$ cat config.mk
export PLATFORM = sky130hd
export DESIGN_NAME = sbh_fifo
export DESIGN_NICKNAME = d
export VERILOG_FILES = /design/src/rtl/core/sbh_pkg.sv /design/src/rtl/core/sbh_fifo.sv
export SDC_FILE = /design/constraint.sdc
export NUM_CORES = 1
export LEC_CHECK = 0
export ABC_AREA = 1
export BUFFER_PORTS_ARGS = -buffer_cell sky130_fd_sc_hd__buf_4
export CAP_MARGIN = 10
export CORE_MARGIN = 4
export CORE_UTILIZATION = 42
export CTS_CLUSTER_DIAMETER = 100
export DETAILED_ROUTE_END_ITERATION = 10
export GPL_TIMING_DRIVEN = 0
export PLACE_DENSITY = 0.7
export SLEW_MARGIN = 20
export SYNTH_ARGS = -nofsm -noshare
export SYNTH_HDL_FRONTEND = slang
export SYNTH_SLANG_ARGS = --single-unit
$ cat constraint.sdc
create_clock -name clk_i -period 4.25 [get_ports clk_i]
set_clock_uncertainty 0.1 [all_clocks]
set_input_delay 0.2125 -clock clk_i [delete_from_list [all_inputs] [get_ports clk_i]]
set_output_delay 0.2125 -clock clk_i [all_outputs]
set_load 0.01 [all_outputs]
$ cat src/rtl/core/sbh_pkg.sv
// Shared types, constant tables and the LPS transform of the Streebog hash engine.
package sbh_pkg;

  localparam int unsigned ROUNDS = 12;
  localparam int unsigned LAST_STEP = 2 * ROUNDS;
  localparam int unsigned STEP_W = $clog2(LAST_STEP + 1);
  localparam int unsigned RND_W = $clog2(ROUNDS);

  typedef logic [7:0][63:0] blk_t;
  typedef logic [63:0] lin_t [64];

  typedef struct packed {
    logic [63:0] word;
    logic        last;
    logic [2:0]  tail;
  } q_entry_t;

  typedef enum logic [1:0] {
    BK_IDLE,
    BK_COMP,
    BK_OUT
  } bk_state_e;

  typedef enum logic [1:0] {
    PH_BLOCK,
    PH_LEN,
    PH_SUM
  } phase_e;

  localparam logic [7:0] SBOX [256] = '{
    8'd252,8'd238,8'd221,8'd17,8'd207,8'd110,8'd49,8'd22,
    8'd251,8'd196,8'd250,8'd218,8'd35,8'd197,8'd4,8'd77,
    8'd233,8'd119,8'd240,8'd219,8'd147,8'd46,8'd153,8'd186,
    8'd23,8'd54,8'd241,8'd187,8'd20,8'd205,8'd95,8'd193,
    8'd249,8'd24,8'd101,8'd90,8'd226,8'd92,8'd239,8'd33,
    8'd129,8'd28,8'd60,8'd66,8'd139,8'd1,8'd142,8'd79,
    8'd5,8'd132,8'd2,8'd174,8'd227,8'd106,8'd143,8'd160,
    8'd6,8'd11,8'd237,8'd152,8'd127,8'd212,8'd211,8'd31,
    8'd235,8'd52,8'd44,8'd81,8'd234,8'd200,8'd72,8'd171,
    8'd242,8'd42,8'd104,8'd162,8'd253,8'd58,8'd206,8'd204,
    8'd181,8'd112,8'd14,8'd86,8'd8,8'd12,8'd118,8'd18,
    8'd191,8'd114,8'd19,8'd71,8'd156,8'd183,8'd93,8'd135,
    8'd21,8'd161,8'd150,8'd41,8'd16,8'd123,8'd154,8'd199,
    8'd243,8'd145,8'd120,8'd111,8'd157,8'd158,8'd178,8'd177,
    8'd50,8'd117,8'd25,8'd61,8'd255,8'd53,8'd138,8'd126,
    8'd109,8'd84,8'd198,8'd128,8'd195,8'd189,8'd13,8'd87,
    8'd223,8'd245,8'd36,8'd169,8'd62,8'd168,8'd67,8'd201,
    8'd215,8'd121,8'd214,8'd246,8'd124,8'd34,8'd185,8'd3,
    8'd224,8'd15,8'd236,8'd222,8'd122,8'd148,8'd176,8'd188,
    8'd220,8'd232,8'd40,8'd80,8'd78,8'd51,8'd10,8'd74,
    8'd167,8'd151,8'd96,8'd115,8'd30,8'd0,8'd98,8'd68,
    8'd26,8'd184,8'd56,8'd130,8'd100,8'd159,8'd38,8'd65,
    8'd173,8'd69,8'd70,8'd146,8'd39,8'd94,8'd85,8'd47,
    8'd140,8'd163,8'd165,8'd125,8'd105,8'd213,8'd149,8'd59,
    8'd7,8'd88,8'd179,8'd64,8'd134,8'd172,8'd29,8'd247,
    8'd48,8'd55,8'd107,8'd228,8'd136,8'd217,8'd231,8'd137,
    8'd225,8'd27,8'd131,8'd73,8'd76,8'd63,8'd248,8'd254,
    8'd141,8'd83,8'd170,8'd144,8'd202,8'd216,8'd133,8'd97,
    8'd32,8'd113,8'd103,8'd164,8'd45,8'd43,8'd9,8'd91,
    8'd203,8'd155,8'd37,8'd208,8'd190,8'd229,8'd108,8'd82,
    8'd89,8'd166,8'd116,8'd210,8'd230,8'd244,8'd180,8'd192,
    8'd209,8'd102,8'd175,8'd194,8'd57,8'd75,8'd99,8'd182
  };

  localparam logic [63:0] LIN_SEED [8] = '{
    64'h8e20faa72ba0b470, 64'ha011d380818e8f40, 64'h90dab52a387ae76f,
    64'h9d4df05d5f661451, 64'h86275df09ce8aaa8, 64'h456c34887a3805b9,
    64'he4fa2054a80b329c, 64'h70a6a56e2440598e
  };

  localparam logic [63:0] RC [12][8] = '{
    '{64'hdd806559f2a64507,64'h05767436cc744d23,64'ha2422a08a460d315,64'h4b7ce09192676901,
      64'h714eb88d7585c4fc,64'h2f6a76432e45d016,64'hebcb2f81c0657c1f,64'hb1085bda1ecadae9},
    '{64'he679047021b19bb7,64'h55dda21bd7cbcd56,64'h5cb561c2db0aa7ca,64'h9ab5176b12d69958,
      64'h61d55e0f16b50131,64'hf3feea720a232b98,64'h4fe39d460f70b5d7,64'h6fa3b58aa99d2f1a},
    '{64'h991e96f50aba0ab2,64'hc2b6f443867adb31,64'hc1c93a376062db09,64'hd3e20fe490359eb1,
      64'hf2ea7514b1297b7b,64'h06f15e5f529c1f8b,64'h0a39fc286a3d8435,64'hf574dcac2bce2fc7},
    '{64'h220cbebc84e3d12e,64'h3453eaa193e837f1,64'hd8b71333935203be,64'ha9d72c82ed03d675,
      64'h9d721cad685e353f,64'h488e857e335c3c7d,64'hf948e1a05d71e4dd,64'hef1fdfb3e81566d2},
    '{64'h601758fd7c6cfe57,64'h7a56a27ea9ea63f5,64'hdfff00b723271a16,64'hbfcd1747253af5a3,
      64'h359e35d7800fffbd,64'h7f151c1f1686104a,64'h9a3f410c6ca92363,64'h4bea6bacad474799},
    '{64'hfa68407a46647d6e,64'hbf71c57236904f35,64'h0af21f66c2bec6b6,64'hcffaa6b71c9ab7b4,
      64'h187f9ab49af08ec6,64'h2d66c4f95142a46c,64'h6fa4c33b7a3039c0,64'hae4faeae1d3ad3d9},
    '{64'h8886564d3a14d493,64'h3517454ca23c4af3,64'h06476983284a0504,64'h0992abc52d822c37,
      64'hd3473e33197a93c9,64'h399ec6c7e6bf87c9,64'h51ac86febf240954,64'hf4c70e16eeaac5ec},
    '{64'ha47f0dd4bf02e71e,64'h36acc2355951a8d9,64'h69d18d2bd1a5c42f,64'hf4892bcb929b0690,
      64'h89b4443b4ddbc49a,64'h4eb7f8719c36de1e,64'h03e7aa020c6e4141,64'h9b1f5b424d93c9a7},
    '{64'h7261445183235adb,64'h0e38dc92cb1f2a60,64'h7b2b8a9aa6079c54,64'h800a440bdbb2ceb1,
      64'h3cd955b7e00d0984,64'h3a7d3a1b25894224,64'h944c9ad8ec165fde,64'h378f5a541631229b},
    '{64'h74b4c7fb98459ced,64'h3698fad1153bb6c3,64'h7a1e6c303b7652f4,64'h9fe76702af69334b,
      64'h1fffe18a1b336103,64'h8941e71cff8a78db,64'h382ae548b2e4f3f3,64'habbedea680056f52},
    '{64'h6bcaa4cd81f32d1b,64'hdea2594ac06fd85d,64'hefbacd1d7d476e98,64'h8a1d71efea48b9ca,
      64'h2001802114846679,64'hd8fa6bbbebab0761,64'h3002c6cd635afe94,64'h7bcd9ed0efc889fb},
    '{64'h48bc924af11bd720,64'hfaf417d5d9b21b99,64'he71da4aa88e12852,64'h5d80ef9d1891cc86,
      64'hf82012d430219f9b,64'hcda43c32bcdf1d77,64'hd21380b00449b17a,64'h378ee767f11631ba}
  };

  // Linear map rows: each byte is the byte above shifted right, xor 8'h8e if odd.
  function automatic lin_t build_lin();
    lin_t        lin;
    logic [63:0] x;
    logic [7:0]  b;
    for (int g = 0; g < 8; g++) begin
      x = LIN_SEED[g];
      for (int r = 0; r < 8; r++) begin
        lin[g * 8 + r] = x;
        for (int k = 0; k < 8; k++) begin
          b = x[8 * k +: 8];
          x[8 * k +: 8] = {1'b0, b[7:1]} ^ (b[0] ? 8'h8e : 8'h00);
        end
      end
    end
    return lin;
  endfunction

  localparam lin_t LIN = build_lin();

  function automatic logic [63:0] lps_entry(logic [2:0] pos, logic [7:0] v);
    logic [63:0] t;
    logic [7:0]  p;
    t = '0;
    p = SBOX[v];
    for (int k = 0; k < 8; k++) begin
      if (p[k]) t ^= LIN[{~pos, ~3'(k)}];
    end
    return t;
  endfunction

  function automatic blk_t lps(blk_t x);
    blk_t y;
    for (int i = 0; i < 8; i++) begin
      y[i] = '0;
      for (int j = 0; j < 8; j++) begin
        y[i] ^= lps_entry(3'(j), x[j][8 * i +: 8]);
      end
    end
    return y;
  endfunction

endpackage

$ cat src/rtl/core/sbh_fifo.sv
// Small word queue between the packing front end and the compression back end.
module sbh_fifo #(
  parameter int unsigned DEPTH = 4
) (
  input  logic               clk_i,
  input  logic               rst_ni,
  input  logic               flush_i,
  input  logic               push_i,
  input  sbh_pkg::q_entry_t  entry_i,
  output logic               full_o,
  input  logic               pop_i,
  output sbh_pkg::q_entry_t  entry_o,
  output logic               valid_o
);

  localparam int unsigned PW = (DEPTH > 1) ? $clog2(DEPTH) : 1;

  sbh_pkg::q_entry_t mem_q [DEPTH];
  logic [PW-1:0]     wptr_q, rptr_q;
  logic [PW:0]       count_q;
  logic              do_push, do_pop;

  assign full_o  = (count_q == (PW+1)'(DEPTH));
  assign valid_o = (count_q != '0);
  assign entry_o = mem_q[rptr_q];
  assign do_push = push_i && !full_o;
  assign do_pop  = pop_i && valid_o;

  always_ff @(posedge clk_i or negedge rst_ni) begin
    if (!rst_ni) begin
      wptr_q  <= '0;
      rptr_q  <= '0;
      count_q <= '0;
    end else if (flush_i) begin
      wptr_q  <= '0;
      rptr_q  <= '0;
      count_q <= '0;
    end else begin
      if (do_push) wptr_q <= (wptr_q == PW'(DEPTH - 1)) ? '0 : wptr_q + 1'b1;
      if (do_pop)  rptr_q <= (rptr_q == PW'(DEPTH - 1)) ? '0 : rptr_q + 1'b1;
      count_q <= count_q + (PW+1)'(do_push) - (PW+1)'(do_pop);
    end
  end

  always_ff @(posedge clk_i) begin
    if (do_push) mem_q[wptr_q] <= entry_i;
  end

endmodule

# After elaboration in Yosys (flattened, before gate mapping)
# Memory sizes are Yosys's and may differ from the RTL's.
# Index checks and enable logic that the tools add are counted.
# op_classes
muxes	9
n_reduce_logical	6
n_eq_ne	3
addsub	4
# op_table
operator	count
2-bit two-way mux	6
2-bit by 1-bit adder with 2-bit output (second input constant)	2
2-bit equality test (second input constant)	2
2-bit nonzero test	2
3-bit by 1-bit adder with 3-bit output	1
3-bit equality test (second input constant)	1
3-bit two-way mux	1
3-bit nonzero test	1
3-bit by 1-bit subtractor with 3-bit output	1
1-bit logical AND	2
1-bit two-way mux	2
1-bit logical NOT	1
# totals
ramBits	272
output_inout_bits	70
inputBits	73
reg_bits	7
n_memories	1
wordCells	26
# memory_table
name	words	word_bits	rd	rd_clocked_by_memory_dff	wr	line_no	text
mem_q	4	68	1	0	1	sbh_fifo.sv:18	sbh_pkg::q_entry_t mem_q [DEPTH];

# Depth between registers and ports, before layout
# depth
word_depth	6
ltp_mapped	12
mapped_depth_nobuf	12

# Least setup slack after synthesis
# OpenSTA, ideal clock, no wires.
# synth_timing
path_kind	register to register
from	register count_q[1]
to	memory mem_q[0][0] in the netlist's numbering (enable)
synth_period_minus_slack_ns	4.158
path_slack_ns	0.092
stages_incl_launch_ff	5
t_required_ns	3.655
arrival_ns	3.563
setup_time_ns	0.495
path_cell_list	dfrtp_1 > nor2_1 > nand2_1 > nand2_1 > nor2_1
# synth_between
elab_chain_len	5
# synth_lines
item	line_no	text
start, declared	sbh_fifo.sv:20	logic [PW:0] count_q;
start signal, assigned	sbh_fifo.sv:41	count_q <= count_q + (PW+1)'(do_push) - (PW+1)'(do_pop);
3-bit equality test	sbh_fifo.sv:23	assign full_o = (count_q == (PW+1)'(DEPTH));
1-bit logical NOT	sbh_fifo.sv:26	assign do_push = push_i && !full_o;
1-bit logical AND	sbh_fifo.sv:26	
1-bit two-way mux	sbh_fifo.sv:46	if (do_push) mem_q[wptr_q] <= entry_i;
1-bit two-way mux (implied by the code)	sbh_fifo.sv:46	
end, declared	sbh_fifo.sv:18	
# Every way passes these cells.

==> impl_results.md <==
* Status: finished clean
* Clock latency on the worst-skew pair at 0.54 ns
* Hpwl dp at 16.1 mm
* Detailed Route Iter0 Violations at 462
* Main synth FF type: edfxtp_1
* Setup repair bufs after CTS at 0
* H-tree depth at 1
* Setup repair after global routing missed its margin: false
* DRT Pass-1 Iters at 6
* Minimum clock period at 2.52 ns
* Clock buffer depth at 3
* Post-Synthesis Net Count at 935
* Design area at 0.0147 mm^2
* Top cell type's share of synthesized area at 0.733
* Total routed wirelength at 25.5 mm
* Setup TNS at 0 ns
* Fin crit share at 0.592
* Top-count cell post-synth: edfxtp_1
* Die area at 0.0292 mm^2
* Largest net degree at the start of global routing at 24
* Final Max Slew Viols at 0
* Leakage Power at 5.76 nW
* Vias in the first global route at 7295
* DR vias at 7207
* EDFF count, synth at 272
* CTS Root Buffer Type: clkbuf_16
* F_max at 0.397 GHz
* Main area contributors after synthesis: edfxtp_1 (73%), inv_1 (5.0%), nand2_1 (5.0%), o211ai_1 (4.6%), a21oi_1 (3.1%)
* Net count, final at 1195
* Remaining global-route overflow at 0
* Most frequent cells after synthesis: edfxtp_1 (272), inv_1 (149), nand2_1 (149)
* Crit end category: primary output
* Vias per cell at 4.90
* Post-synthesis cell type count at 20
* Detail Route Antenna Nets at 0
* Worst Path Class, Setup: flop to primary output
* Sequential cell area at 0.00834 mm^2
* Power Density at 579 mW/mm^2
* Die W at 171 um
* Most area-hungry cell type in the Yosys netlist: edfxtp_1
* Drt wl/cell at 17.4 um
* First-pass GRT wire length at 39.4 mm
* Die Span Y at 171 um
* Total of max-cap violations at 0
* CTS tree: yes
* Data arrival time of the worst path at 2.20 ns
* # IOs at 143
* Hold WC Path Type: input port to flop
* Clock Sinks at 279
* Initial antenna violation count at 1
* Synth Instances at 854
* Setup violations, final at 0
* CP top delay family: buffers and inverters
* CTS buffer count at 30
* Post-synth ARST share at 0.0251
* Critical path's slowest cell: buf_1
* Sequential share of the synthesized area at 0.749
* Cells along the critical path: buf_2 > buf_1 > o211ai_1 > nand2_1 > buf_4
* GPL Wtd Cong at 0.750
* Area of the multi-input gates at 0.00197 mm^2
* # fillers at 2051
* Area delta synth->final at 31.9%
* Synth Register Bits at 279
* Layout cell share with drive strength beyond 1 at 0.203
* Placed Instance Area at 0.0130 mm^2
* Buf/Inv on CP at 3
* CP peak stage delay at 0.52 ns
* Crit start category: flop
* I/O Buffers at 142
* CP max FO at 10
* Post-Syn Area at 0.0111 mm^2
* Slew of the pin with the lowest slew margin at 0.738 ns
* Rows at 59
* Clock-pin slew on the worst setup and hold paths at 0.06 ns
* Hold violation count in the final report at 0
* Core ar. at 0.0261 mm^2
* Peak supply drop at 372 uV
* Worst Path Required at 3.94 ns
* Mean area per synthesized cell at 13.0 um^2
* Ys Warns at 0
* Slew headroom at 0.507
* GRT Total Usage at 0.173
* Starting Density at 0.428
* DRC at 0
per-stage QoR:
step                hold slack, ns  utilization  total power [mW]  worst slack, ns  cells
floorplan                   -0.183            -              4.74           0.0924    854
global placement           -0.0665        0.485              5.87            -2.37   1331
detailed placement         -0.0631        0.498              5.96             1.81   1344
CTS                          0.259        0.564              8.61             1.67   1468
global route                 0.299        0.564              8.97             1.58   1469
finish                       0.294        0.564              8.51             1.73   1470
worst min-delay path, cell delays in order:
cell and delay (ns):
dlygate4sd3_1 0.53, buf_4 0.12, nor2_1 0.04
final timing paths:
kind | from | endpoint | slack [ns] | depth (start not counted)
max in group asynchronous | rst_ni | count_q[0] | 3.22 | 3
setup / recovery | rptr_q[1] | entry_o[7] | 1.73 | 5
min in group asynchronous | rst_ni | wptr_q[0] | 0.56 | 3
setup reg to reg | count_q[1] | mem_q[0][39] | 1.81 | 6
hold / removal | flush_i | count_q[0] | 0.29 | 3
hold reg to reg | wptr_q[1] | wptr_q[1] | 0.47 | 2
report_power, final:
part	total (mW)	switching (mW)	leakage [nW]	internal, mW
clock network	2.58	1.02	0.485	1.56
logic	2.50	1.47	2.69	1.03
registers	3.43	0.0772	2.58	3.35
total	8.51	2.57	5.76	5.94
repair_timing:
| item | 4_1_cts | 5_1_grt |
|---|---|---|
| hold buffers | 73 | 0 |
| resized for setup | 0 | 0 |
| hold endpoints to repair | 285 | 0 |
final cells by class:
| class | instances | share of cell area |
|---|---|---|
| flip-flops and latches | 279 | 0.568 |
| repair buffers | 228 | 0.144 |
| multi-input cells | 380 | 0.134 |
| clock buffers | 34 | 0.0536 |
| inverters | 150 | 0.0383 |
| well taps | 335 | 0.0285 |
| plain buffers | 45 | 0.0198 |
| clock inverters | 17 | 0.0135 |
| diodes | 2 | 0.000341 |
cells in the final DEF, fill, tap and decap left out, drive strengths merged, types with 4 or more instances in the layout:
master and count:
a21oi 68, buf 185, bufinv 4, clkbuf 49, clkinv 11, dfrtp 7, dlygate4sd3 73, edfxtp 272
ha 7, inv 151, nand2 149, nand3 4, nand4 4, nor2 11, o211ai 68, o21ai 68
metal layers:
| metal | part of all wire | global-route usage | vias to the layer above |
|---|---|---|---|
| met5 | 0 | 0 | - |
| met4 | 0.017 | 0.0358 | 0 |
| met3 | 0.059 | 0.0312 | 35 |
| met2 | 0.51 | 0.306 | 202 |
| met1 | 0.41 | 0.225 | 3472 |
| li1 | - | - | 3498 |
cells by family after synthesis:
logic type / share of synthesized area
flops: 0.749
compound gates: 0.107
buf+inv: 0.0766
simple gates: 0.0580
fa+ha+maj: 0.00966
state kept, by name, summed over array words and instances (netlist names):
register	cells
count_q	3
mem_q	272
wptr_q	2
rptr_q	2
No activity file was read; power rests on OpenSTA's default activity.
