### config.mk
export PLATFORM = sky130hd
export DESIGN_NAME = sbh_front
export DESIGN_NICKNAME = d
export VERILOG_FILES = /design/src/rtl/core/sbh_pkg.sv /design/src/rtl/core/sbh_front.sv
export SDC_FILE = /design/constraint.sdc
export NUM_CORES = 1
export LEC_CHECK = 0
export BUFFER_PORTS_ARGS = -buffer_cell sky130_fd_sc_hd__buf_4
export CAP_MARGIN = 15
export CORE_MARGIN = 4
export CORE_UTILIZATION = 42
export DETAILED_ROUTE_END_ITERATION = 6
export PLACE_DENSITY = 0.74
export SETUP_SLACK_MARGIN = 0.3
export SYNTH_ARGS = -nofsm -noshare
export SYNTH_HDL_FRONTEND = slang
export SYNTH_SLANG_ARGS = --single-unit
### constraint.sdc
create_clock -name clk_i -period 3.3 [get_ports clk_i]
set_input_delay 0.33 -clock clk_i [delete_from_list [all_inputs] [get_ports clk_i]]
set_output_delay 0.33 -clock clk_i [all_outputs]
set_load 0.02 [all_outputs]
### src/rtl/core/sbh_pkg.sv
// Shared types, constant tables and the LPS transform of the Streebog hash engine.
package sbh_pkg;

  localparam int unsigned ROUNDS = 12;
  localparam int unsigned LAST_STEP = 2 * ROUNDS;
  localparam int unsigned STEP_W = $clog2(LAST_STEP + 1);
  localparam int unsigned RND_W = $clog2(ROUNDS);

  typedef logic [7:0][63:0] blk_t;
  typedef logic [63:0] lin_t [64];

  typedef struct packed {
    logic [63:0] word;
    logic        last;
    logic [2:0]  tail;
  } q_entry_t;

  typedef enum logic [1:0] {
    BK_IDLE,
    BK_COMP,
    BK_OUT
  } bk_state_e;

  typedef enum logic [1:0] {
    PH_BLOCK,
    PH_LEN,
    PH_SUM
  } phase_e;

  localparam logic [7:0] SBOX [256] = '{
    8'd252,8'd238,8'd221,8'd17,8'd207,8'd110,8'd49,8'd22,
    8'd251,8'd196,8'd250,8'd218,8'd35,8'd197,8'd4,8'd77,
    8'd233,8'd119,8'd240,8'd219,8'd147,8'd46,8'd153,8'd186,
    8'd23,8'd54,8'd241,8'd187,8'd20,8'd205,8'd95,8'd193,
    8'd249,8'd24,8'd101,8'd90,8'd226,8'd92,8'd239,8'd33,
    8'd129,8'd28,8'd60,8'd66,8'd139,8'd1,8'd142,8'd79,
    8'd5,8'd132,8'd2,8'd174,8'd227,8'd106,8'd143,8'd160,
    8'd6,8'd11,8'd237,8'd152,8'd127,8'd212,8'd211,8'd31,
    8'd235,8'd52,8'd44,8'd81,8'd234,8'd200,8'd72,8'd171,
    8'd242,8'd42,8'd104,8'd162,8'd253,8'd58,8'd206,8'd204,
    8'd181,8'd112,8'd14,8'd86,8'd8,8'd12,8'd118,8'd18,
    8'd191,8'd114,8'd19,8'd71,8'd156,8'd183,8'd93,8'd135,
    8'd21,8'd161,8'd150,8'd41,8'd16,8'd123,8'd154,8'd199,
    8'd243,8'd145,8'd120,8'd111,8'd157,8'd158,8'd178,8'd177,
    8'd50,8'd117,8'd25,8'd61,8'd255,8'd53,8'd138,8'd126,
    8'd109,8'd84,8'd198,8'd128,8'd195,8'd189,8'd13,8'd87,
    8'd223,8'd245,8'd36,8'd169,8'd62,8'd168,8'd67,8'd201,
    8'd215,8'd121,8'd214,8'd246,8'd124,8'd34,8'd185,8'd3,
    8'd224,8'd15,8'd236,8'd222,8'd122,8'd148,8'd176,8'd188,
    8'd220,8'd232,8'd40,8'd80,8'd78,8'd51,8'd10,8'd74,
    8'd167,8'd151,8'd96,8'd115,8'd30,8'd0,8'd98,8'd68,
    8'd26,8'd184,8'd56,8'd130,8'd100,8'd159,8'd38,8'd65,
    8'd173,8'd69,8'd70,8'd146,8'd39,8'd94,8'd85,8'd47,
    8'd140,8'd163,8'd165,8'd125,8'd105,8'd213,8'd149,8'd59,
    8'd7,8'd88,8'd179,8'd64,8'd134,8'd172,8'd29,8'd247,
    8'd48,8'd55,8'd107,8'd228,8'd136,8'd217,8'd231,8'd137,
    8'd225,8'd27,8'd131,8'd73,8'd76,8'd63,8'd248,8'd254,
    8'd141,8'd83,8'd170,8'd144,8'd202,8'd216,8'd133,8'd97,
    8'd32,8'd113,8'd103,8'd164,8'd45,8'd43,8'd9,8'd91,
    8'd203,8'd155,8'd37,8'd208,8'd190,8'd229,8'd108,8'd82,
    8'd89,8'd166,8'd116,8'd210,8'd230,8'd244,8'd180,8'd192,
    8'd209,8'd102,8'd175,8'd194,8'd57,8'd75,8'd99,8'd182
  };

  localparam logic [63:0] LIN_SEED [8] = '{
    64'h8e20faa72ba0b470, 64'ha011d380818e8f40, 64'h90dab52a387ae76f,
    64'h9d4df05d5f661451, 64'h86275df09ce8aaa8, 64'h456c34887a3805b9,
    64'he4fa2054a80b329c, 64'h70a6a56e2440598e
  };

  localparam logic [63:0] RC [12][8] = '{
    '{64'hdd806559f2a64507,64'h05767436cc744d23,64'ha2422a08a460d315,64'h4b7ce09192676901,
      64'h714eb88d7585c4fc,64'h2f6a76432e45d016,64'hebcb2f81c0657c1f,64'hb1085bda1ecadae9},
    '{64'he679047021b19bb7,64'h55dda21bd7cbcd56,64'h5cb561c2db0aa7ca,64'h9ab5176b12d69958,
      64'h61d55e0f16b50131,64'hf3feea720a232b98,64'h4fe39d460f70b5d7,64'h6fa3b58aa99d2f1a},
    '{64'h991e96f50aba0ab2,64'hc2b6f443867adb31,64'hc1c93a376062db09,64'hd3e20fe490359eb1,
      64'hf2ea7514b1297b7b,64'h06f15e5f529c1f8b,64'h0a39fc286a3d8435,64'hf574dcac2bce2fc7},
    '{64'h220cbebc84e3d12e,64'h3453eaa193e837f1,64'hd8b71333935203be,64'ha9d72c82ed03d675,
      64'h9d721cad685e353f,64'h488e857e335c3c7d,64'hf948e1a05d71e4dd,64'hef1fdfb3e81566d2},
    '{64'h601758fd7c6cfe57,64'h7a56a27ea9ea63f5,64'hdfff00b723271a16,64'hbfcd1747253af5a3,
      64'h359e35d7800fffbd,64'h7f151c1f1686104a,64'h9a3f410c6ca92363,64'h4bea6bacad474799},
    '{64'hfa68407a46647d6e,64'hbf71c57236904f35,64'h0af21f66c2bec6b6,64'hcffaa6b71c9ab7b4,
      64'h187f9ab49af08ec6,64'h2d66c4f95142a46c,64'h6fa4c33b7a3039c0,64'hae4faeae1d3ad3d9},
    '{64'h8886564d3a14d493,64'h3517454ca23c4af3,64'h06476983284a0504,64'h0992abc52d822c37,
      64'hd3473e33197a93c9,64'h399ec6c7e6bf87c9,64'h51ac86febf240954,64'hf4c70e16eeaac5ec},
    '{64'ha47f0dd4bf02e71e,64'h36acc2355951a8d9,64'h69d18d2bd1a5c42f,64'hf4892bcb929b0690,
      64'h89b4443b4ddbc49a,64'h4eb7f8719c36de1e,64'h03e7aa020c6e4141,64'h9b1f5b424d93c9a7},
    '{64'h7261445183235adb,64'h0e38dc92cb1f2a60,64'h7b2b8a9aa6079c54,64'h800a440bdbb2ceb1,
      64'h3cd955b7e00d0984,64'h3a7d3a1b25894224,64'h944c9ad8ec165fde,64'h378f5a541631229b},
    '{64'h74b4c7fb98459ced,64'h3698fad1153bb6c3,64'h7a1e6c303b7652f4,64'h9fe76702af69334b,
      64'h1fffe18a1b336103,64'h8941e71cff8a78db,64'h382ae548b2e4f3f3,64'habbedea680056f52},
    '{64'h6bcaa4cd81f32d1b,64'hdea2594ac06fd85d,64'hefbacd1d7d476e98,64'h8a1d71efea48b9ca,
      64'h2001802114846679,64'hd8fa6bbbebab0761,64'h3002c6cd635afe94,64'h7bcd9ed0efc889fb},
    '{64'h48bc924af11bd720,64'hfaf417d5d9b21b99,64'he71da4aa88e12852,64'h5d80ef9d1891cc86,
      64'hf82012d430219f9b,64'hcda43c32bcdf1d77,64'hd21380b00449b17a,64'h378ee767f11631ba}
  };

  // Linear map rows: each byte is the byte above shifted right, xor 8'h8e if odd.
  function automatic lin_t build_lin();
    lin_t        lin;
    logic [63:0] x;
    logic [7:0]  b;
    for (int g = 0; g < 8; g++) begin
      x = LIN_SEED[g];
      for (int r = 0; r < 8; r++) begin
        lin[g * 8 + r] = x;
        for (int k = 0; k < 8; k++) begin
          b = x[8 * k +: 8];
          x[8 * k +: 8] = {1'b0, b[7:1]} ^ (b[0] ? 8'h8e : 8'h00);
        end
      end
    end
    return lin;
  endfunction

  localparam lin_t LIN = build_lin();

  function automatic logic [63:0] lps_entry(logic [2:0] pos, logic [7:0] v);
    logic [63:0] t;
    logic [7:0]  p;
    t = '0;
    p = SBOX[v];
    for (int k = 0; k < 8; k++) begin
      if (p[k]) t ^= LIN[{~pos, ~3'(k)}];
    end
    return t;
  endfunction

  function automatic blk_t lps(blk_t x);
    blk_t y;
    for (int i = 0; i < 8; i++) begin
      y[i] = '0;
      for (int j = 0; j < 8; j++) begin
        y[i] ^= lps_entry(3'(j), x[j][8 * i +: 8]);
      end
    end
    return y;
  endfunction

endpackage

### src/rtl/core/sbh_front.sv
// Front end: saturates byte counts, packs message bytes into 64-bit words, pads the tail.
module sbh_front (
  input  logic               clk_i,
  input  logic               rst_ni,
  input  logic               flush_i,
  input  logic               push_i,
  output logic               full_o,
  input  logic [63:0]        data_word_i,
  input  logic [3:0]         byte_count_i,
  input  logic               final_req_i,
  output logic               q_push_o,
  output sbh_pkg::q_entry_t  q_entry_o,
  input  logic               q_full_i
);

  sbh_pkg::q_entry_t e0_q, e1_q, new_e0, new_e1;
  logic              v0_q, v1_q, new_v0, new_v1;
  logic [63:0]       part_q;
  logic [2:0]        pcnt_q;
  logic [3:0]        cnt, tot;
  logic [63:0]       mask;
  logic [127:0]      comb;
  logic              drain, accept;

  always_comb begin
    cnt    = (byte_count_i > 4'd8) ? 4'd8 : byte_count_i;
    mask   = cnt[3] ? '1 : ((64'd1 << {cnt[2:0], 3'b000}) - 64'd1);
    comb   = {64'd0, part_q} | ({64'd0, data_word_i & mask} << {pcnt_q, 3'b000});
    tot    = {1'b0, pcnt_q} + cnt;
    drain  = v0_q && !q_full_i;
    full_o = !(!v0_q || (drain && !v1_q));
    accept = push_i && !full_o;

    // a full word goes out first; the padded remainder follows on final
    new_v0        = tot[3] || final_req_i;
    new_e0.word   = tot[3] ? comb[63:0] : (comb[63:0] | (64'd1 << {tot[2:0], 3'b000}));
    new_e0.last   = !tot[3] && final_req_i;
    new_e0.tail   = tot[2:0];
    new_v1        = tot[3] && final_req_i;
    new_e1.word   = comb[127:64] | (64'd1 << {tot[2:0], 3'b000});
    new_e1.last   = 1'b1;
    new_e1.tail   = tot[2:0];
  end

  assign q_push_o  = drain;
  assign q_entry_o = e0_q;

  always_ff @(posedge clk_i or negedge rst_ni) begin
    if (!rst_ni) begin
      v0_q   <= 1'b0;
      v1_q   <= 1'b0;
      part_q <= '0;
      pcnt_q <= '0;
    end else if (flush_i) begin
      v0_q   <= 1'b0;
      v1_q   <= 1'b0;
      part_q <= '0;
      pcnt_q <= '0;
    end else if (accept) begin
      v0_q   <= new_v0;
      v1_q   <= new_v1;
      part_q <= final_req_i ? 64'd0 : (tot[3] ? comb[127:64] : comb[63:0]);
      pcnt_q <= final_req_i ? 3'd0 : tot[2:0];
    end else if (drain) begin
      v0_q <= v1_q;
      v1_q <= 1'b0;
    end
  end

  always_ff @(posedge clk_i) begin
    if (accept) begin
      e0_q <= new_e0;
      e1_q <= new_e1;
    end else if (drain) begin
      e0_q <= e1_q;
    end
  end

endmodule

=== Yosys cells after proc, flatten, opt, wreduce, memory -nomap -nowiden ===
Index checks and enable logic that the tools add are counted.

* Add/sub/neg operators: 2
* $lt $le $gt $ge: 1
* Shift-type cells: 3
* Mux-type cells: 18
* Bitwise operators: 4
* Reductions and logical operators: 15

{| class="wikitable"
|+ Operators by type and width
! cell !! number
|-
| $mux 64 || 6
|-
| $mux 68 || 2
|-
| $or 64x128->128 || 1
|-
| $or 64x64->64 || 2
|-
| $shl 1x6->64 const A || 2
|-
| $shl 64x6->128 || 1
|-
| $and 64x64->64 || 1
|-
| $sub 64x1->64 const B || 1
|-
| $mux 3 || 3
|-
| $mux 1 || 6
|-
| $logic_and 1x1->1 || 5
|-
| $logic_not 1->1 || 5
|-
| $add 3x4->4 || 1
|-
| $gt 4x4->1 const B || 1
|-
| $mux 4 || 1
|-
| $reduce_bool 2->1 || 2
|-
| $reduce_bool 3->1 || 1
|-
| $logic_or 1x1->1 || 2
|}

* Flip-flop bits (word level): 204
* Input bits: 74
* Output and inout port bits: 70
* Word-level logic and storage cells: 52

=== Longest topological paths before layout ===
* Word-level depth: 12
* Depth in mapped cells: 13
* Depth with buffers taken out: 8

=== Least setup slack after synthesis ===
OpenSTA, ideal clock, no wires.

* Path kind: reg-to-reg
* Start: register v1_q
* End: register e0_q (netlist bit q_entry_o[24]), data pin
* Setup time: 146 ps
* Arrival time: 3395 ps
* Data required time: 3154 ps
* Path slack: -240 ps
* Cell stages (with the launch flop): 8
* Buffers on the path: 2
* Clock period less this slack: 3540 ps
* Cell sequence: dfrtp_1 > o21ai_1 > nand2_1 > inv_1 > clkbuf_1 > clkbuf_1 > o21ai_0 > nand2_1

* Longest elaborated chain between the ends: 5

{| class="wikitable"
|+ RTL lines
! element !! RTL line !! source
|-
| start, declared || sbh_front.sv:17 || <nowiki>logic v0_q, v1_q, new_v0, new_v1;</nowiki>
|-
| start signal, assigned || sbh_front.sv:61 || <nowiki>v1_q <= new_v1;</nowiki>
|-
| $logic_not 1->1 || sbh_front.sv:31 || <nowiki>full_o = !(!v0_q || (drain && !v1_q));</nowiki>
|-
| $logic_and 1x1->1 || sbh_front.sv:31 ||
|-
| $logic_or 1x1->1 || sbh_front.sv:31 ||
|-
| $logic_and 1x1->1 || sbh_front.sv:32 || <nowiki>accept = push_i && !full_o;</nowiki>
|-
| via accept || sbh_front.sv:23 || <nowiki>logic drain, accept;</nowiki>
|-
| $mux 68 || sbh_front.sv:71 || <nowiki>if (accept) begin</nowiki>
|-
| end signal, assigned || sbh_front.sv:72 || <nowiki>e0_q <= new_e0;</nowiki>
|-
| end signal, assigned || sbh_front.sv:75 || <nowiki>e0_q <= e1_q;</nowiki>
|-
| end, declared || sbh_front.sv:16 || <nowiki>sbh_pkg::q_entry_t e0_q, e1_q, new_e0, new_e1;</nowiki>
|}

The timed path passes the listed nets, and every way through them passes these cells.
A chain may end at the register's enable or synchronous reset.

=== Final worst setup path ===
* Start: register pcnt_q[0]
* End: register e0_q (netlist bit q_entry_o[61]), data pin

* Longest elaborated chain between the ends: 5
* Elaborated cells between the ends (all ways): 7
* Those cells by class: add/sub (1); shift (2); mux (2); bitwise (2)

{| class="wikitable"
|+ RTL lines
! element !! RTL line !! source
|-
| start, declared || sbh_front.sv:19 || <nowiki>logic [2:0] pcnt_q;</nowiki>
|-
| start signal, assigned || sbh_front.sv:63 || <nowiki>pcnt_q <= final_req_i ? 3'd0 : tot[2:0];</nowiki>
|-
| $shl 64x6->128 / $add 3x4->4 (equally long branches) || sbh_front.sv:28, sbh_front.sv:29 ||
|-
| $or 64x128->128 / $shl 1x6->64 (equally long branches) || sbh_front.sv:28, sbh_front.sv:36 ||
|-
| $or 64x64->64 || sbh_front.sv:36 || <nowiki>new_e0.word = tot[3] ? comb[63:0] : (comb[63:0] | (64'd1 << {tot[2:0], 3'b000}));</nowiki>
|-
| $mux 64 (*) || sbh_front.sv:36 ||
|-
| $mux 68 (*) || sbh_front.sv:71 ||
|}

Mark *: on every way between the ends. The rest lies on a longest branch, timed or not.

==> impl_metrics.sql <==
INSERT INTO impl_metrics (metric_group, metric, value, unit) VALUES
('status', 'result_of_the_run', 'completed', ''),
('worst_setup_path', 'crit_arrival', '3080', 'ps'),
('die', 'core-area', '26100', 'um^2'),
('worst_setup_path', 'critical_path_peak_fanout', '34', ''),
('synth', 'netlist_instances', '1136', ''),
('sta', 'grt_setup_unrepaired', 'false', ''),
('sta', 'finalCritPeriodShare', '87.9', '%'),
('cts', 'numCtsBuffers', '17', ''),
('die', 'row_count', '59', ''),
('cts', 'clkLatencyLatePin', '460', 'ps'),
('detailed_routing', 'first_iter_violations', '1430', ''),
('worst_setup_path', 'worst_setup_path_start_kind', 'register', ''),
('global_routing', 'globalRouteOverflowTotal', '0', ''),
('sta', 'setup_ws', '398', 'ps'),
('detailed_routing', 'ant_nets', '0', ''),
('sta', 'period_needed', '2900', 'ps'),
('global_routing', 'antenna_found_initial', '1', ''),
('synth', 'synth.lib_cells_used.distinct', '81', ''),
('detailed_routing', 'route.met3.wl', '4590', 'um'),
('detailed_routing', 'top_signal_layer_used', 'met4', ''),
('synth', 'synth-seq-area-share', '49.9', '%'),
('cts', 'h-tree-depth', '4', ''),
('die', 'initial_core_utilization', '42.7', '%'),
('cts', 'cts.root.buffer_cell', 'sky130_fd_sc_hd__clkbuf_16', ''),
('power_and_ir_drop', 'p_leak', '5.29', 'nW'),
('worst_setup_path', 'critical_path_cell_sequence', 'buf_4, inv_1, a31o_4, and3_4, o41ai_1, a21oi_1', ''),
('cts', 'clock_tree.buffer_depth', '2', ''),
('global_routing', 'first_pass_grt_wire_length', '61400', 'um'),
('sta', 'setup_total_negative_slack', '0', 'ps'),
('cts', 'tritoncts', 'yes', ''),
('detailed_routing', 'via_to_cell_ratio', '6.45', ''),
('global_routing', 'grt_util_all_layers', '27.8', '%'),
('detailed_routing', 'wirelength', '41300', 'um'),
('job', 'timing.max_cap.violations', '0', ''),
('detailed_routing', 'wl_per_cell', '25.5', 'um'),
('synth', 'yosys_warnings', '0', ''),
('sta', 'timing.fmax', '345', 'MHz'),
('placed_design', 'port_bufs', '143', ''),
('global_routing', 'first_global_vias', '9773', ''),
('worst_setup_path', 'timing_worst_setup_path_type', 'register to register', ''),
('detailed_routing', 'met2_wirelength', '18100', 'um'),
('worst_setup_path', 'worstPathRequired', '3480', 'ps'),
('placed_design', 'globalplace.congestion', '1.02', ''),
('synth', 'syn_area', '11200', 'um^2'),
('global_routing', 'grt_start_max_net_pins', '94', ''),
('detailed_routing', 'first_pass_iters', '5', ''),
('cts', 'numClockSinks', '197', ''),
('die', 'die-area', '29300', 'um^2'),
('final_layout', 'syn_to_final_growth', '20.5', '%'),
('final_layout', 'post_route_cells_drive_above_1_share', '22.3', '%'),
('detailed_routing', 'm1WireLength', '17700', 'um'),
('placed_design', 'dpl.hpwl', '30000', 'um'),
('synth', 'post_synthesis_mean_instance_area', '9.83', 'um^2'),
('min_path', 'timing.hold.worst.class', 'input port to asynchronous set/reset pin', ''),
('worst_setup_path', 'worst_setup_path_end_kind', 'register', ''),
('worst_setup_path', 'cp_slowest_cell', 'sky130_fd_sc_hd__o41ai_1', ''),
('cts', 'cts.hold.buffers_added', '0', ''),
('sta', 'count_of_final_hold_check_violations', '0', ''),
('detailed_routing', 'vias', '10468', ''),
('cts', 'cts.reportedPaths.clkPinSlew', '90', 'ps'),
('placed_design', 'dpl_worst_slack', '223', 'ps'),
('synth', 'synth_ff_type', 'sky130_fd_sc_hd__edfxtp_1', ''),
('final_layout', 'final_net_count', '1353', ''),
('worst_setup_path', 'largest_stage_delay_on_the_critical_path', '580', 'ps'),
('power_and_ir_drop', 'powerDensity', '472', 'nW/um^2'),
('die', 'die_width', '171', 'um'),
('synth', 'synth-async-reset-ratio', '35.0', '%'),
('synth', 'synth_seq_cells', '197', ''),
('sta', 'max-slew-margin-rel', '30.5', '%'),
('die', 'die_height', '171', 'um'),
('synth', 'syn-num-nets', '1215', ''),
('power_and_ir_drop', 'ir_worst_vdd', '265', 'uV'),
('sta', 'setup_viol', '0', ''),
('sta', 'actual_transition_at_the_worst_max_transition_pin', '1040', 'ps'),
('detailed_routing', 'route.detailed.drc', '0', ''),
('sta', 'drv_slew', '0', ''),
('sta', 'fin_skew', '12.5', 'ps'),
('synth', 'synth_enable_flop_cells', '128', ''),
('die', 'number_of_i_o_pins', '144', '');
==> through the flow <==
step,hold WS [ps],power (mW),area (um^2),util [%],std cells
after CTS,70.6,6.36,13400,51.5,1622
after global placement,469,4.17,12800,49.1,1590
after detailed placement,481,4.18,12800,49.1,1590
final,10.6,6.35,13500,51.5,1623
after floorplan,34.4,3.62,11200,-,1136
after global routing,78.3,6.58,13500,51.5,1623
==> what timing repair did <==
item / 4_1_cts / 5_1_grt
endpoints found under the setup margin: 0 / 1
gates resized for setup: 0 / 1
buffers inserted: 0 / 0
==> final timing paths <==
kind	start	depth (start not counted)	endpoint	slack, ps
setup / recovery	pcnt_q[0]$_DFFE_PN0P_	6	q_entry_o[61]$_SDFFCE_PN0P_	400
hold reg to reg	part_q[0]$_DFFE_PN0P_	2	part_q[0]$_DFFE_PN0P_	500
max in group asynchronous	rst_ni	1	pcnt_q[0]$_DFFE_PN0P_	2500
hold / removal	rst_ni	1	part_q[46]$_DFFE_PN0P_	10
setup reg to reg	pcnt_q[0]$_DFFE_PN0P_	6	q_entry_o[61]$_SDFFCE_PN0P_	400
min in group clk_i	flush_i	2	v0_q$_DFFE_PN0P_	80
==> final cells by class <==
class / instances / area [um^2]
Clock buffer: 17 / 425
Multi-Input combinational cell: 826 / 5150
Inverter: 20 / 76.3
Clock inverter: 15 / 188
Fill cell: 2415 / 12700
Timing Repair Buffer: 212 / 1620
Tap cell: 335 / 419
Sequential cell: 197 / 5570
Antenna cell: 1 / 2.50
==> sequential cells by signal (all words and copies together), names as in the netlist <==
| register | cells |
|---|---|
| pcnt_q | 3 |
| v1_q | 1 |
| v0_q | 1 |
| e1_q | 60 |
| part_q | 64 |
| q_entry_o | 68 |
==> cells in the mapped netlist, types with 4 or more instances <==
cell	instances	area [um^2]
sky130_fd_sc_hd__nor3b_1	6	45.0
sky130_fd_sc_hd__o21a_1	11	82.6
sky130_fd_sc_hd__a32oi_1	25	219
sky130_fd_sc_hd__and2_1	10	62.6
sky130_fd_sc_hd__a22o_1	13	114
sky130_fd_sc_hd__a22oi_1	8	60.1
sky130_fd_sc_hd__a211o_1	4	35.0
sky130_fd_sc_hd__nor2_1	114	428
sky130_fd_sc_hd__a211oi_1	11	82.6
sky130_fd_sc_hd__a221o_1	9	90.1
sky130_fd_sc_hd__o211a_1	5	50.1
sky130_fd_sc_hd__o21ai_0	80	400
sky130_fd_sc_hd__dfrtp_1	69	1730
sky130_fd_sc_hd__o31ai_1	7	52.6
sky130_fd_sc_hd__nor2b_1	12	75.1
sky130_fd_sc_hd__o22ai_1	28	175
sky130_fd_sc_hd__buf_2	26	130
sky130_fd_sc_hd__buf_4	8	60.1
sky130_fd_sc_hd__a21oi_1	85	425
sky130_fd_sc_hd__mux2i_1	19	190
sky130_fd_sc_hd__a311oi_1	5	43.8
sky130_fd_sc_hd__a32o_1	9	90.1
sky130_fd_sc_hd__a21o_1	8	60.1
sky130_fd_sc_hd__a31oi_1	20	125
sky130_fd_sc_hd__o21ai_1	6	30.0
sky130_fd_sc_hd__or3_1	8	50.1
sky130_fd_sc_hd__nand4_1	6	37.5
sky130_fd_sc_hd__ha_1	4	50.1
sky130_fd_sc_hd__a2bb2oi_1	7	61.3
sky130_fd_sc_hd__buf_1	6	22.5
sky130_fd_sc_hd__inv_1	17	63.8
sky130_fd_sc_hd__o2bb2ai_1	16	140
sky130_fd_sc_hd__nand2_1	113	424
sky130_fd_sc_hd__nand2b_1	9	56.3
sky130_fd_sc_hd__nand3_1	41	205
sky130_fd_sc_hd__edfxtp_1	128	3840
sky130_fd_sc_hd__and3_1	11	68.8
sky130_fd_sc_hd__nor3_1	12	60.1
sky130_fd_sc_hd__clkbuf_1	52	195
sky130_fd_sc_hd__a211oi_2	4	50.1
sky130_fd_sc_hd__a221oi_1	17	149
sky130_fd_sc_hd__mux2_2	8	90.1
sky130_fd_sc_hd__o221ai_1	23	201
==> cell usage in the layout (no fill, tap or decap), types with 6 or more instances in the layout <==
master	n
sky130_fd_sc_hd__o21a_1	11
sky130_fd_sc_hd__o22ai_1	28
sky130_fd_sc_hd__a221oi_1	17
sky130_fd_sc_hd__and3_1	11
sky130_fd_sc_hd__a21o_1	8
sky130_fd_sc_hd__nor2_1	113
sky130_fd_sc_hd__a2bb2oi_1	7
sky130_fd_sc_hd__o2bb2ai_1	16
sky130_fd_sc_hd__nor2b_1	11
sky130_fd_sc_hd__buf_4	210
sky130_fd_sc_hd__clkbuf_16	17
sky130_fd_sc_hd__nand4_1	6
sky130_fd_sc_hd__or3_1	8
sky130_fd_sc_hd__a21oi_1	84
sky130_fd_sc_hd__a32o_1	9
sky130_fd_sc_hd__dfrtp_1	67
sky130_fd_sc_hd__nand2_1	111
sky130_fd_sc_hd__edfxtp_1	128
sky130_fd_sc_hd__a221o_1	9
sky130_fd_sc_hd__o21ai_1	7
sky130_fd_sc_hd__mux2_2	8
sky130_fd_sc_hd__a211oi_1	11
sky130_fd_sc_hd__a22o_1	13
sky130_fd_sc_hd__nand3_1	41
sky130_fd_sc_hd__a32oi_1	25
sky130_fd_sc_hd__mux2i_1	19
sky130_fd_sc_hd__inv_1	16
sky130_fd_sc_hd__o21ai_0	78
sky130_fd_sc_hd__and2_1	10
sky130_fd_sc_hd__nor3_1	12
sky130_fd_sc_hd__a22oi_1	8
sky130_fd_sc_hd__o221ai_1	23
sky130_fd_sc_hd__nor3b_1	6
sky130_fd_sc_hd__a31oi_1	20
sky130_fd_sc_hd__nand2b_1	9
sky130_fd_sc_hd__o31ai_1	7
==> cells by family (layout without fill, tap and decap cells) <==
kind of cell	after synthesis	count (layout)	synth area share, %
AND/OR/NAND/NOR	368	368	15.5
buffers and inverters	113	264	4.37
XOR/XNOR	5	5	0.459
adder cells (fa/ha/maj)	5	5	0.627
AO/OA/AOI/OAI	420	420	26.4
other	0	1	0
multiplexers	28	28	2.71
flip-flops	197	197	49.9
==> per-layer routing <==
metal,global-route usage (%),up-vias
met5,0,-
met3,5.89,55
li1,-,4660
met4,8.03,0
met2,40.6,672
met1,41.7,5081
==> power breakdown <==
part | switching, mW | internal, mW | total (mW)
Clock | 1.15 | 1.05 | 2.20
Combinational | 0.829 | 0.443 | 1.27
Sequential | 0.0568 | 2.82 | 2.88
Total | 2.04 | 4.32 | 6.35
==> worst max-delay path: cells and delay by family, from the launching register on <==
kind                   cells  cell delay [ps]
AO/OA/AOI/OAI              3             1120
buffers and inverters      2              740
flip-flops                 1              540
AND/OR/NAND/NOR            1              220
No activity file was read; power rests on OpenSTA's default activity.
